[src/sv/sni_pkg.sv]
`timescale 1ns / 1ps
package sni_pkg;

  // Record header (5) + handshake header (4) + version (2) = 11,
  // then random (32), session id length (1), session id (32).
  localparam logic [15:0] HEADER_BYTES = 16'(11 + 32 + 1 + 32);

  // Upper bound on the name length limit, independent of the register.
  localparam int unsigned MAX_NAME_BYTES = 256;
  localparam logic [8:0] NAME_CAP =
    9'((MAX_NAME_BYTES < 256) ? MAX_NAME_BYTES : 256);

  localparam logic [8:0] NAME_BUF_RESET = 9'd256;

  // Register map (byte address bit 2 selects the register slot).
  localparam logic REG_NAME_BUF_SIZE = 1'b0;

  typedef enum logic [3:0] {
    PH_HDR      = 4'd0,
    PH_CS_HI    = 4'd1,
    PH_CS_LO    = 4'd2,
    PH_SKIP_CS  = 4'd3,
    PH_SKIP4    = 4'd4,
    PH_ID_HI    = 4'd5,
    PH_ID_LO    = 4'd6,
    PH_LEN_HI   = 4'd7,
    PH_LEN_LO   = 4'd8,
    PH_SKIP_EXT = 4'd9,
    PH_LIST_HI  = 4'd10,
    PH_LIST_LO  = 4'd11,
    PH_TYPE     = 4'd12,
    PH_NLEN_HI  = 4'd13,
    PH_NLEN_LO  = 4'd14,
    PH_NAME     = 4'd15
  } phase_t;

  typedef struct packed {
    logic [7:0] name_byte;
    logic       name_byte_valid;
    logic       done_res;
    logic       found;
    logic [7:0] name_length;
  } sni_result_t;

endpackage

[src/sv/sni_ifs.sv]
`timescale 1ns / 1ps
interface sni_in_if;
  logic       valid;
  logic       ready;
  logic [7:0] data_byte;
  logic       last;

  modport source (output valid, output data_byte, output last, input ready);
  modport sink (input valid, input data_byte, input last, output ready);
endinterface

interface sni_out_if;
  logic       valid;
  logic       ready;
  logic [7:0] name_byte;
  logic       name_byte_valid;
  logic       done_res;
  logic       found;
  logic [7:0] name_length;

  modport source (
    output valid, output name_byte, output name_byte_valid, output done_res,
    output found, output name_length, input ready
  );
  modport sink (
    input valid, input name_byte, input name_byte_valid, input done_res,
    input found, input name_length, output ready
  );
endinterface

[src/sv/sni_parser.sv]
`timescale 1ns / 1ps
module sni_parser (
  input  logic                 clk,
  input  logic                 rst,
  input  logic                 accept,
  input  logic [7:0]           data_byte,
  input  logic                 last,
  input  logic [8:0]           name_buffer_size,
  output logic                 emit,
  output sni_pkg::sni_result_t res
);
  import sni_pkg::*;

  phase_t      phase, phase_next;
  logic [15:0] byte_count, byte_count_next;
  logic [15:0] ext_len, ext_len_next;
  logic [7:0]  field_hi, field_hi_next;
  logic        is_sni, is_sni_next;
  logic [7:0]  name_rem, name_rem_next;
  logic        finished, finished_next;

  logic [15:0] field16;
  logic [15:0] len16;
  logic [15:0] cnt_dec;
  logic [8:0]  limit;
  logic        fail, ok, nbv;
  logic [7:0]  nlen;

  assign field16 = {field_hi, data_byte};
  assign len16   = {ext_len[15:8], data_byte};
  assign cnt_dec = byte_count - 16'd1;
  assign limit   = (name_buffer_size > NAME_CAP) ? NAME_CAP : name_buffer_size;

  always_comb begin
    phase_next      = phase;
    byte_count_next = byte_count;
    ext_len_next    = ext_len;
    field_hi_next   = field_hi;
    is_sni_next     = is_sni;
    name_rem_next   = name_rem;
    finished_next   = finished;
    fail            = 1'b0;
    ok              = 1'b0;
    nbv             = 1'b0;
    nlen            = '0;
    emit            = 1'b0;

    if (!finished) begin
      unique case (phase)
        PH_HDR: begin
          byte_count_next = byte_count + 16'd1;
          if (byte_count_next >= HEADER_BYTES) phase_next = PH_CS_HI;
        end
        PH_CS_HI: begin
          field_hi_next = data_byte;
          phase_next    = PH_CS_LO;
        end
        PH_ID_HI: begin
          field_hi_next = data_byte;
          phase_next    = PH_ID_LO;
        end
        PH_LIST_HI: begin
          field_hi_next = data_byte;
          phase_next    = PH_LIST_LO;
        end
        PH_NLEN_HI: begin
          field_hi_next = data_byte;
          phase_next    = PH_NLEN_LO;
        end
        PH_CS_LO: begin
          if (field16 == 16'd0) begin
            byte_count_next = 16'd4;
            phase_next      = PH_SKIP4;
          end else begin
            byte_count_next = field16;
            phase_next      = PH_SKIP_CS;
          end
        end
        PH_SKIP_CS: begin
          byte_count_next = cnt_dec;
          if (cnt_dec == 16'd0) begin
            byte_count_next = 16'd4;
            phase_next      = PH_SKIP4;
          end
        end
        PH_SKIP4: begin
          byte_count_next = cnt_dec;
          if (cnt_dec == 16'd0) phase_next = PH_ID_HI;
        end
        PH_ID_LO: begin
          is_sni_next = (field_hi == 8'd0) && (data_byte == 8'd0);
          phase_next  = PH_LEN_HI;
        end
        PH_LEN_HI: begin
          ext_len_next = {data_byte, 8'd0};
          phase_next   = PH_LEN_LO;
        end
        PH_LEN_LO: begin
          ext_len_next = len16;
          if (is_sni) begin
            if (len16 < 16'd5) fail = 1'b1;
            else phase_next = PH_LIST_HI;
          end else if (len16 == 16'd0) begin
            phase_next = PH_ID_HI;
          end else begin
            byte_count_next = len16;
            phase_next      = PH_SKIP_EXT;
          end
        end
        PH_SKIP_EXT: begin
          byte_count_next = cnt_dec;
          if (cnt_dec == 16'd0) phase_next = PH_ID_HI;
        end
        PH_LIST_LO: begin
          if (field16 != ext_len - 16'd2) fail = 1'b1;
          else phase_next = PH_TYPE;
        end
        PH_TYPE: begin
          if (data_byte != 8'd0) fail = 1'b1;
          else phase_next = PH_NLEN_HI;
        end
        PH_NLEN_LO: begin
          // Length passes only below the limit (at most 255), so 8 bits hold it.
          name_rem_next = data_byte;
          if (field16 != ext_len - 16'd5 || field16 == 16'd0 ||
              field16 >= {7'd0, limit})
            fail = 1'b1;
          else phase_next = PH_NAME;
        end
        PH_NAME: begin
          if (data_byte == 8'd0) begin
            fail = 1'b1;
          end else begin
            nbv           = 1'b1;
            name_rem_next = name_rem - 8'd1;
            if (name_rem_next == 8'd0) begin
              ok   = 1'b1;
              nlen = 8'(ext_len - 16'd5);
            end
          end
        end
      endcase

      if (!ok && !fail && last) fail = 1'b1;
      emit = ok || fail || nbv;
      if ((ok || fail) && !last) finished_next = 1'b1;
    end

    // The final byte of a message always rearms the parser.
    if (last) begin
      phase_next      = PH_HDR;
      byte_count_next = '0;
      ext_len_next    = '0;
      field_hi_next   = '0;
      is_sni_next     = 1'b0;
      name_rem_next   = '0;
      finished_next   = 1'b0;
    end

    res.name_byte       = nbv ? data_byte : 8'd0;
    res.name_byte_valid = nbv;
    res.done_res        = ok || fail;
    res.found           = ok;
    res.name_length     = nlen;
  end

  always_ff @(posedge clk) begin
    if (rst) begin
      phase      <= PH_HDR;
      byte_count <= '0;
      ext_len    <= '0;
      field_hi   <= '0;
      is_sni     <= 1'b0;
      name_rem   <= '0;
      finished   <= 1'b0;
    end else if (accept) begin
      phase      <= phase_next;
      byte_count <= byte_count_next;
      ext_len    <= ext_len_next;
      field_hi   <= field_hi_next;
      is_sni     <= is_sni_next;
      name_rem   <= name_rem_next;
      finished   <= finished_next;
    end
  end

endmodule

[src/sv/sni_outq.sv]
`timescale 1ns / 1ps
module sni_outq (
  input  logic                 clk,
  input  logic                 rst,
  input  logic                 push,
  input  sni_pkg::sni_result_t push_data,
  output logic                 full,
  output logic                 pop_valid,
  input  logic                 pop_ready,
  output sni_pkg::sni_result_t pop_data
);
  import sni_pkg::*;

  sni_result_t mem [2];
  logic        wr_ptr;
  logic        rd_ptr;
  logic [1:0]  count;
  logic        pop;

  assign full      = (count == 2'd2);
  assign pop_valid = (count != 2'd0);
  assign pop       = pop_valid && pop_ready;
  assign pop_data  = mem[rd_ptr];

  always_ff @(posedge clk) begin
    if (push) mem[wr_ptr] <= push_data;
  end

  always_ff @(posedge clk) begin
    if (rst) begin
      wr_ptr <= 1'b0;
      rd_ptr <= 1'b0;
      count  <= '0;
    end else begin
      if (push) wr_ptr <= ~wr_ptr;
      if (pop) rd_ptr <= ~rd_ptr;
      count <= count + {1'b0, push} - {1'b0, pop};
    end
  end

endmodule

[src/sv/tls_sni_extractor.sv]
`timescale 1ns / 1ps
// Streaming SNI extractor for a TLS ClientHello.
// byte_in: one message byte per beat, from the record header on; last marks
//   the final byte. A beat is taken when valid and ready are both high.
// result_out: zero or one beat per input byte. A beat carries a provisional
//   server-name byte, a done flag with found/name_length, or both (the final
//   name byte and the found report share one beat).
// APB: one register, name_buffer_size (offset 0x0, 9 bits, reset 256); a name
//   must be strictly shorter than it. Write only while the block is idle.
// Throughput: one byte per cycle while the output queue is not full; the
//   parser state updates in the cycle the byte is taken and the result is
//   registered in a two-beat output queue before it appears on result_out.
// Stall: the queue lets the block keep taking bytes while a result waits;
//   byte_in.ready drops only once two results are pending.
// Reset: parser returns to header skip, queue empties, register goes to 256.
// After done, further bytes are dropped until the byte with last, which rearms
//   the parser for the next message.
module tls_sni_extractor (
  input  logic        clk,
  input  logic        rst,
  input  logic        psel,
  input  logic        penable,
  input  logic        pwrite,
  input  logic [2:0]  paddr,
  input  logic [31:0] pwdata,
  output logic [31:0] prdata,
  output logic        pready,
  sni_in_if.sink      byte_in,
  sni_out_if.source   result_out
);
  import sni_pkg::*;

  logic [8:0]  name_buffer_size;
  logic        cfg_wr;
  logic        accept;
  logic        emit;
  logic        q_full;
  sni_result_t res;
  sni_result_t q_data;

  // APB: zero wait states, bit 2 of the byte address picks the register slot.
  assign pready = 1'b1;
  assign cfg_wr = psel && penable && pwrite;
  assign prdata = (paddr[2] == REG_NAME_BUF_SIZE) ? {23'd0, name_buffer_size} : 32'd0;

  always_ff @(posedge clk) begin
    if (rst) begin
      name_buffer_size <= NAME_BUF_RESET;
    end else if (cfg_wr && paddr[2] == REG_NAME_BUF_SIZE) begin
      name_buffer_size <= pwdata[8:0];
    end
  end

  // Input beat handshake; ready depends only on queue occupancy.
  assign byte_in.ready = ~q_full;
  assign accept        = byte_in.valid && ~q_full;

  sni_parser u_parser (
    .clk              (clk),
    .rst              (rst),
    .accept           (accept),
    .data_byte        (byte_in.data_byte),
    .last             (byte_in.last),
    .name_buffer_size (name_buffer_size),
    .emit             (emit),
    .res              (res)
  );

  sni_outq u_outq (
    .clk       (clk),
    .rst       (rst),
    .push      (accept && emit),
    .push_data (res),
    .full      (q_full),
    .pop_valid (result_out.valid),
    .pop_ready (result_out.ready),
    .pop_data  (q_data)
  );

  assign result_out.name_byte       = q_data.name_byte;
  assign result_out.name_byte_valid = q_data.name_byte_valid;
  assign result_out.done_res        = q_data.done_res;
  assign result_out.found           = q_data.found;
  assign result_out.name_length     = q_data.name_length;

endmodule
[src/flat_wrapper.sv]
// flat-port wrapper written by rule: the top's interface ports become plain ports
module tls_sni_extractor_flat import sni_pkg::*;
  (clk, rst, psel, penable, pwrite, paddr, pwdata, prdata, pready, byte_in_valid, byte_in_data_byte, byte_in_last, byte_in_ready, result_out_valid, result_out_name_byte, result_out_name_byte_valid, result_out_done_res, result_out_found, result_out_name_length, result_out_ready);
  sni_in_if byte_in_i ();
  sni_out_if result_out_i ();
  input  logic clk;
  input  logic rst;
  input  logic psel;
  input  logic penable;
  input  logic pwrite;
  input  logic [2:0] paddr;
  input  logic [31:0] pwdata;
  output logic [31:0] prdata;
  output logic pready;
  input wire logic [$bits(byte_in_i.valid)-1:0] byte_in_valid;
  input wire logic [$bits(byte_in_i.data_byte)-1:0] byte_in_data_byte;
  input wire logic [$bits(byte_in_i.last)-1:0] byte_in_last;
  output wire logic [$bits(byte_in_i.ready)-1:0] byte_in_ready;
  output wire logic [$bits(result_out_i.valid)-1:0] result_out_valid;
  output wire logic [$bits(result_out_i.name_byte)-1:0] result_out_name_byte;
  output wire logic [$bits(result_out_i.name_byte_valid)-1:0] result_out_name_byte_valid;
  output wire logic [$bits(result_out_i.done_res)-1:0] result_out_done_res;
  output wire logic [$bits(result_out_i.found)-1:0] result_out_found;
  output wire logic [$bits(result_out_i.name_length)-1:0] result_out_name_length;
  input wire logic [$bits(result_out_i.ready)-1:0] result_out_ready;
  assign byte_in_i.valid = byte_in_valid;
  assign byte_in_i.data_byte = byte_in_data_byte;
  assign byte_in_i.last = byte_in_last;
  assign byte_in_ready = byte_in_i.ready;
  assign result_out_valid = result_out_i.valid;
  assign result_out_name_byte = result_out_i.name_byte;
  assign result_out_name_byte_valid = result_out_i.name_byte_valid;
  assign result_out_done_res = result_out_i.done_res;
  assign result_out_found = result_out_i.found;
  assign result_out_name_length = result_out_i.name_length;
  assign result_out_i.ready = result_out_ready;
  tls_sni_extractor u_core (.clk(clk), .rst(rst), .psel(psel), .penable(penable), .pwrite(pwrite), .paddr(paddr), .pwdata(pwdata), .prdata(prdata), .pready(pready), .byte_in(byte_in_i), .result_out(result_out_i));
endmodule
[config.mk]
export PLATFORM = sky130hd
export DESIGN_NAME = tls_sni_extractor_flat
export DESIGN_NICKNAME = d
export VERILOG_FILES = /design/src/sv/sni_pkg.sv /design/src/sv/sni_ifs.sv /design/src/sv/sni_parser.sv /design/src/sv/sni_outq.sv /design/src/sv/tls_sni_extractor.sv /design/src/flat_wrapper.sv
export SDC_FILE = /design/constraint.sdc
export NUM_CORES = 1
export LEC_CHECK = 0
export ABC_AREA = 1
export BUFFER_PORTS_ARGS = -buffer_cell sky130_fd_sc_hd__buf_2
export CAP_MARGIN = 20
export CELL_PAD_IN_SITES_DETAIL_PLACEMENT = 0
export CELL_PAD_IN_SITES_GLOBAL_PLACEMENT = 2
export CORE_UTILIZATION = 33
export CTS_CLUSTER_SIZE = 8
export DETAILED_ROUTE_END_ITERATION = 8
export PLACE_DENSITY = 0.92
export SLEW_MARGIN = 5
export SYNTH_ARGS = -nofsm -noshare
export SYNTH_HDL_FRONTEND = slang
export SYNTH_HIERARCHICAL = 1
export SYNTH_SLANG_ARGS = --single-unit
[constraint.sdc]
create_clock -name clk -period 4.11 [get_ports clk]
set_clock_uncertainty 0.05 [all_clocks]
set_input_delay 0.411 -clock clk [delete_from_list [all_inputs] [get_ports clk]]
set_output_delay 0.411 -clock clk [all_outputs]
set_load 0.02 [all_outputs]
# Word level (Yosys, flattened, before mapping)
# Memory sizes are Yosys's and may differ from the RTL's. A register that Yosys moved wholly into a read port is not among the register bits.
# Cells that the tools add are included.
[word_totals]
register_bits = 67
ramBits = 38
in_bits = 51
out_inout_bits = 54
elab_cells = 169
memories = 1
[memory_table]
columns = ["name", "words", "word_bits", "read_ports", "rd_ports_with_merged_regs", "write_ports", "line", "source"]
rows = [
  ["u_core.u_outq.mem", 2, 19, 1, 1, 1, "sni_outq.sv:14", "sni_result_t mem [2];"],
]
[op_classes]
n_addsub = 7
n_lt_le_gt_ge = 4
eq_ne = 30
mux = 68
bitwise = 4
n_reduce_logical = 43
[ops]
columns = ["cell", "n"]
rows = [
  ["$mux 16", 8],
  ["$mux 8", 11],
  ["$pmux 16 s5", 1],
  ["$pmux 4 s14", 1],
  ["$logic_not 16->1", 3],
  ["$mux 4", 11],
  ["$eq 4x4->1 const B", 8],
  ["$ne 16x16->1", 2],
  ["$pmux 16 s2", 1],
  ["$mux 1", 30],
  ["$logic_not 8->1", 3],
  ["$ne 3x3->1 const B", 8],
  ["$mux 9", 2],
  ["$add 16x1->16 const B", 1],
  ["$eq 4x3->1 const B", 4],
  ["$ge 16x7->1 const B", 1],
  ["$ge 16x9->1", 1],
  ["$lt 16x3->1 const B", 1],
  ["$pmux 8 s2", 1],
  ["$sub 16x1->16 const B", 1],
  ["$sub 16x2->16 const B", 1],
  ["$sub 16x3->16 const B", 1],
  ["$reduce_bool 15->1", 1],
  ["$logic_and 1x1->1", 10],
  ["other kinds (26)", 44],
]

# Logic depth before layout (Yosys ltp)
[depth]
depth_word = 18
ltp_mapped = 29

# Hierarchy
# The synthesis kept the hierarchy.
[modules_own_cells]
columns = ["mod", "n_inst", "cells_per_inst", "area_each_um2"]
rows = [
  ["sni_parser", 1, 957, 5482.8],
  ["sni_outq", 1, 95, 1662.8],
  ["tls_sni_extractor", 1, 109, 737.0],
]

# Worst setup path after synthesis
# OpenSTA, ideal clock, no wires.
[synth_timing]
path_kind = "register to register"
from = "register u_core.name_buffer_size[1]"
to = "memory u_core/u_outq/mem[0][0] (netlist bit), enable pin"
setup_time_ns = 0.395
arrival_ns = 2.933
t_required_ns = 3.665
setup_slack_ns = 0.732
stages_incl_launch_ff = 26
cell_sequence = "dfxtp_1 > nor4_1 > a21o_1 > and2_1 > ha_1 > inv_1 > nand2_1 > nand2_1 > nand2_1 > nand2_1 > nand2_1 > nand2_1 > nand2_1 > nand2_1 > nand2_1 > nand2_1 > nand2_1 > nand2_1 > nand3_1 > nand2_1 > nand3b_1 > nand2_1 > nand2_1 > and3_1 > inv_1 > nor2_1"
[synth_between]
elab_chain_len = 18
[synth_lines]
columns = ["item", "line", "source"]
rows = [
  ["start, declared", "tls_sni_extractor.sv:33", "logic [8:0] name_buffer_size;"],
  ["start signal, assigned", "tls_sni_extractor.sv:50", "name_buffer_size <= pwdata[8:0];"],
  ["$gt 9x9->1", "sni_parser.sv:32", "assign limit = (name_buffer_size > NAME_CAP) ? NAME_CAP : name_buffer_size;"],
  ["$mux 9 (*)", "sni_parser.sv:32", ""],
  ["$ge 16x9->1 (*)", "sni_parser.sv:126", "field16 >= {7'd0, limit})"],
  ["$logic_or 1x1->1 (*)", "sni_parser.sv:125", "if (field16 != ext_len - 16'd5 || field16 == 16'd0 ||"],
  ["$mux 1 (*)", "sni_parser.sv:125", ""],
  ["$pmux 1 s5 (*)", "sni_parser.sv:49", "unique case (phase)"],
  ["$mux 1 (*)", "sni_parser.sv:48", "if (!finished) begin"],
  ["$logic_not 1->1", "sni_parser.sv:144", "if (!ok && !fail && last) fail = 1'b1;"],
  ["$logic_and 1x1->1 (2 in a row)", "sni_parser.sv:144", ""],
  ["$mux 1 (*)", "sni_parser.sv:144", ""],
  ["$mux 1 (*)", "sni_parser.sv:48", ""],
  ["$logic_or 1x1->1 (*) (2 in a row)", "sni_parser.sv:145", "emit = ok || fail || nbv;"],
  ["$mux 1 (*)", "sni_parser.sv:48", ""],
  ["via u_core.emit", "tls_sni_extractor.sv:36", "logic emit;"],
  ["$logic_and 1x1->1 (*)", "tls_sni_extractor.sv:72", ".push (accept && emit),"],
  ["$mux 1 (*)", "sni_outq.sv:26", "if (push) mem[wr_ptr] <= push_data;"],
  ["$mux 1 (implied by the code) (*)", "sni_outq.sv:26", ""],
  ["end, declared", "sni_outq.sv:14", ""],
]
# The timed path passes the listed nets; every way through them passes the cells marked *. The select of a mux whose other input is x is not followed.

# Worst setup path in the final report
[layout_timing]
from = "register u_core.name_buffer_size[8]"
to = "memory u_core/u_outq/mem[1][18] (netlist bit), enable pin"
# The elaborated chain is that of the path after synthesis.

==> flow_summary.toml <==
[worst_setup_path]
cp_common_cell = "nand2_1"
start_kind = "flip-flop"
critPathTopFamily = "simple AND/OR/NAND/NOR gates"
crit_type = "reg2reg"
endpoint_kind = "flip-flop"
crit_fanout = 19
max_stage_delay_ns = 0.36
cp.arrival_ns = 3.39
crit_path_top_delay_cell = "dfxtp_1"
crit_buf_inv = 4
rrSetupSlack_ns = 0.71
required_ns = 4.10

[synthesis]
synth_edf_count = 38
netlist_area_mm2 = 0.00788
ys_warn_count = 6
synth_area_per_cell_um2 = 6.79
ys_seq_area_frac = 0.317
yosys.area.top_type = "dfxtp_1"
synth_cell_type_count = 57
synth-seq-cells = 106
synth_ff_type = "dfxtp_1"
ys_top_cells_by_area = "dfxtp_1 (17%), nand2_1 (15%), edfxtp_1 (14%)"
syn_inst = 1161
synth_common_cells = "nand2_1 (319), nor2_1 (180), inv_1 (131)"
async_flop_share = 0
synth_most_common_cell = "nand2_1"
post-synth-top-area-fraction = 0.173

[timing]
setup_ws_ns = 0.706
slew_viol_final = 0
min_period_ns = 3.40
timing.fmax_mhz = 294
slew_headroom = 0.291
worst_pin_slew_ns = 1.06
rsz0062_at_grt = "false"
tns_ns = 0
setup_violations = 0
fin_hold_ws_ns = 0.215
final.period_utilization = 0.828
hold_viol = 0

[clock_tree]
clkTransAtPathRegs_ns = 0.08
cts_max_level = 3
cts_buffers = 9
post_cts_buffers = 0
cts_hold_buf = 0
clk_latency_ns = 0.36
post_cts_resize_count = 0
cts-root-buf = "clkbuf_16"
cts_num_sinks = 106
tritoncts = "built"
clockBufferDepth = 2

[grt]
grt_pass1_vias = 6769
antenna_found_initial = 0
grt_max_degree = 49
grt_pass1_wl_um = 35300
grt_overflow = 0
grt_use_total = 0.184

[power]
power_density_mw_per_mm2 = 558
p_leak_nw = 3.94
max-vdd-ir-drop_mv = 0.251

[routing]
routed_wire_length_per_instance_um = 14.3
met2_length_um = 9940
totalWireLength_um = 21700
dr.max_layer_used = "met4"
dr_wl_met3_um = 821
drcViolationCount = 0
num_vias = 7255
ant_nets = 0
first_pass_iters = 5
wl_met1_um = 10600
dr.first_iter.drc_count = 595
vias_per_cell = 4.77

[layout]
n_antenna_cell = 0
drive_gt1_frac = 0.126
multiInputGateArea_mm2 = 0.00453
fillers = 2559
final_area_mm2 = 0.00857
area_growth_pct = 8.76
nets = 1269
regArea_mm2 = 0.00250

[floorplan]
die_w_um = 157
start_util = 0.336
dieHeight_um = 157
die_area_mm2 = 0.0245
core-area_mm2 = 0.0235
rows = 56
pin_count = 105

[outcome]
outcome = "completed"

[placement]
place.gp.congestion = 0.850
pre_cts_slack_ns = 0.696
dpl.hpwl_um = 16800
portBuffers = 55
placed_cell_area_mm2 = 0.00830

[run]
drv_cap = 0

[min_path]
hp-class = "in2reg"
-- worst paths after layout --
check                                      to  cells past startpoint                   startpoint
hold / removal     u_core/name_buffer_size[8]                      3                    pwdata[8]
hold reg to reg   u_core/u_parser/name_rem[1]                      2  u_core/u_parser/name_rem[1]
setup reg to reg     u_core/u_outq/mem[1][18]                     26   u_core/name_buffer_size[8]
setup / recovery     u_core/u_outq/mem[1][18]                     26   u_core/name_buffer_size[8]
-- metal layers --
metal / GRT usage / vias up
li1: - / 3754
met1: 0.251 / 3335
met4: 0.0425 / 0
met2: 0.305 / 147
met5: 0 / -
met3: 0.0260 / 19
-- layout make-up --
class | count | share of cell area
Clock buffer | 10 | 0.0267
Tap cell | 319 | 0.0466
Inverter | 140 | 0.0647
Sequential cell | 106 | 0.292
Multi-Input combinational cell | 881 | 0.528
Timing Repair Buffer | 60 | 0.0365
Clock inverter | 6 | 0.00569
-- flip-flops by register name (all words and copies together), names as in the netlist, named ones only --
register and count:
u_core/u_parser/field_hi 8, u_core/u_parser/phase 4, u_core/u_outq/count 2, u_core/u_parser/ext_len 16, u_core/name_buffer_size 9, u_core/u_parser/finished 1, u_core/u_parser/is_sni 1, u_core/u_outq/mem 38
u_core/u_outq/rd_ptr 1, u_core/u_outq/wr_ptr 1, u_core/u_parser/byte_count 16, u_core/u_parser/name_rem 8
-- kinds of logic (layout without fill, tap and decap cells) --
group	count (synthesis)	count (layout)	synth area share
and+or+nand+nor	637	637	0.345
buffers and inverters	196	216	0.119
AOI/OAI and AO/OA	143	143	0.110
DFF	106	106	0.317
xor gates and xnor gates	38	38	0.0441
adders and majority gates	20	20	0.0317
muxes	19	19	0.0319
other	2	24	0.000953
-- power by group --
part           switching, mW  internal, mW  total [mW]
clock network          0.415         0.419       0.834
logic                   1.70         0.849        2.55
registers              0.182          1.22        1.40
-- per-stage QoR --
stage | total power, mW | std cells | utilization
2_1_floorplan | 3.35 | 1183 | -
3_3_place_gp | 3.96 | 1506 | 0.353
3_5_place_dp | 3.96 | 1506 | 0.353
4_1_cts | 4.81 | 1522 | 0.365
5_1_grt | 5.19 | 1522 | 0.365
6_report | 4.78 | 1522 | 0.365
-- cells in the final DEF, fill, tap and decap left out, types with 4 or more instances in the layout --
cell type,count
inv_1,131
xor2_1,24
nor3_1,13
a21oi_1,73
o21ai_1,6
nand2_1,319
clkbuf_16,9
nand2_2,8
edfxtp_1,38
mux2_2,9
o21ai_0,24
buf_4,5
nand4_1,11
nor2_4,5
buf_2,55
inv_2,5
conb_1,24
nor2_1,180
nor2_2,13
a21oi_2,10
nand3_1,70
dfxtp_1,68
xnor2_1,13
o211ai_1,7
ha_1,20
nor3_2,4
mux2_4,10
-- tightest hold or removal path: cells and delay by family --
kind	cells	cell delay [ns]
buffers and inverters	1	0.07
AND/OR/NAND/NOR	2	0.10
Note: power is estimated with default switching activity, not from simulation.
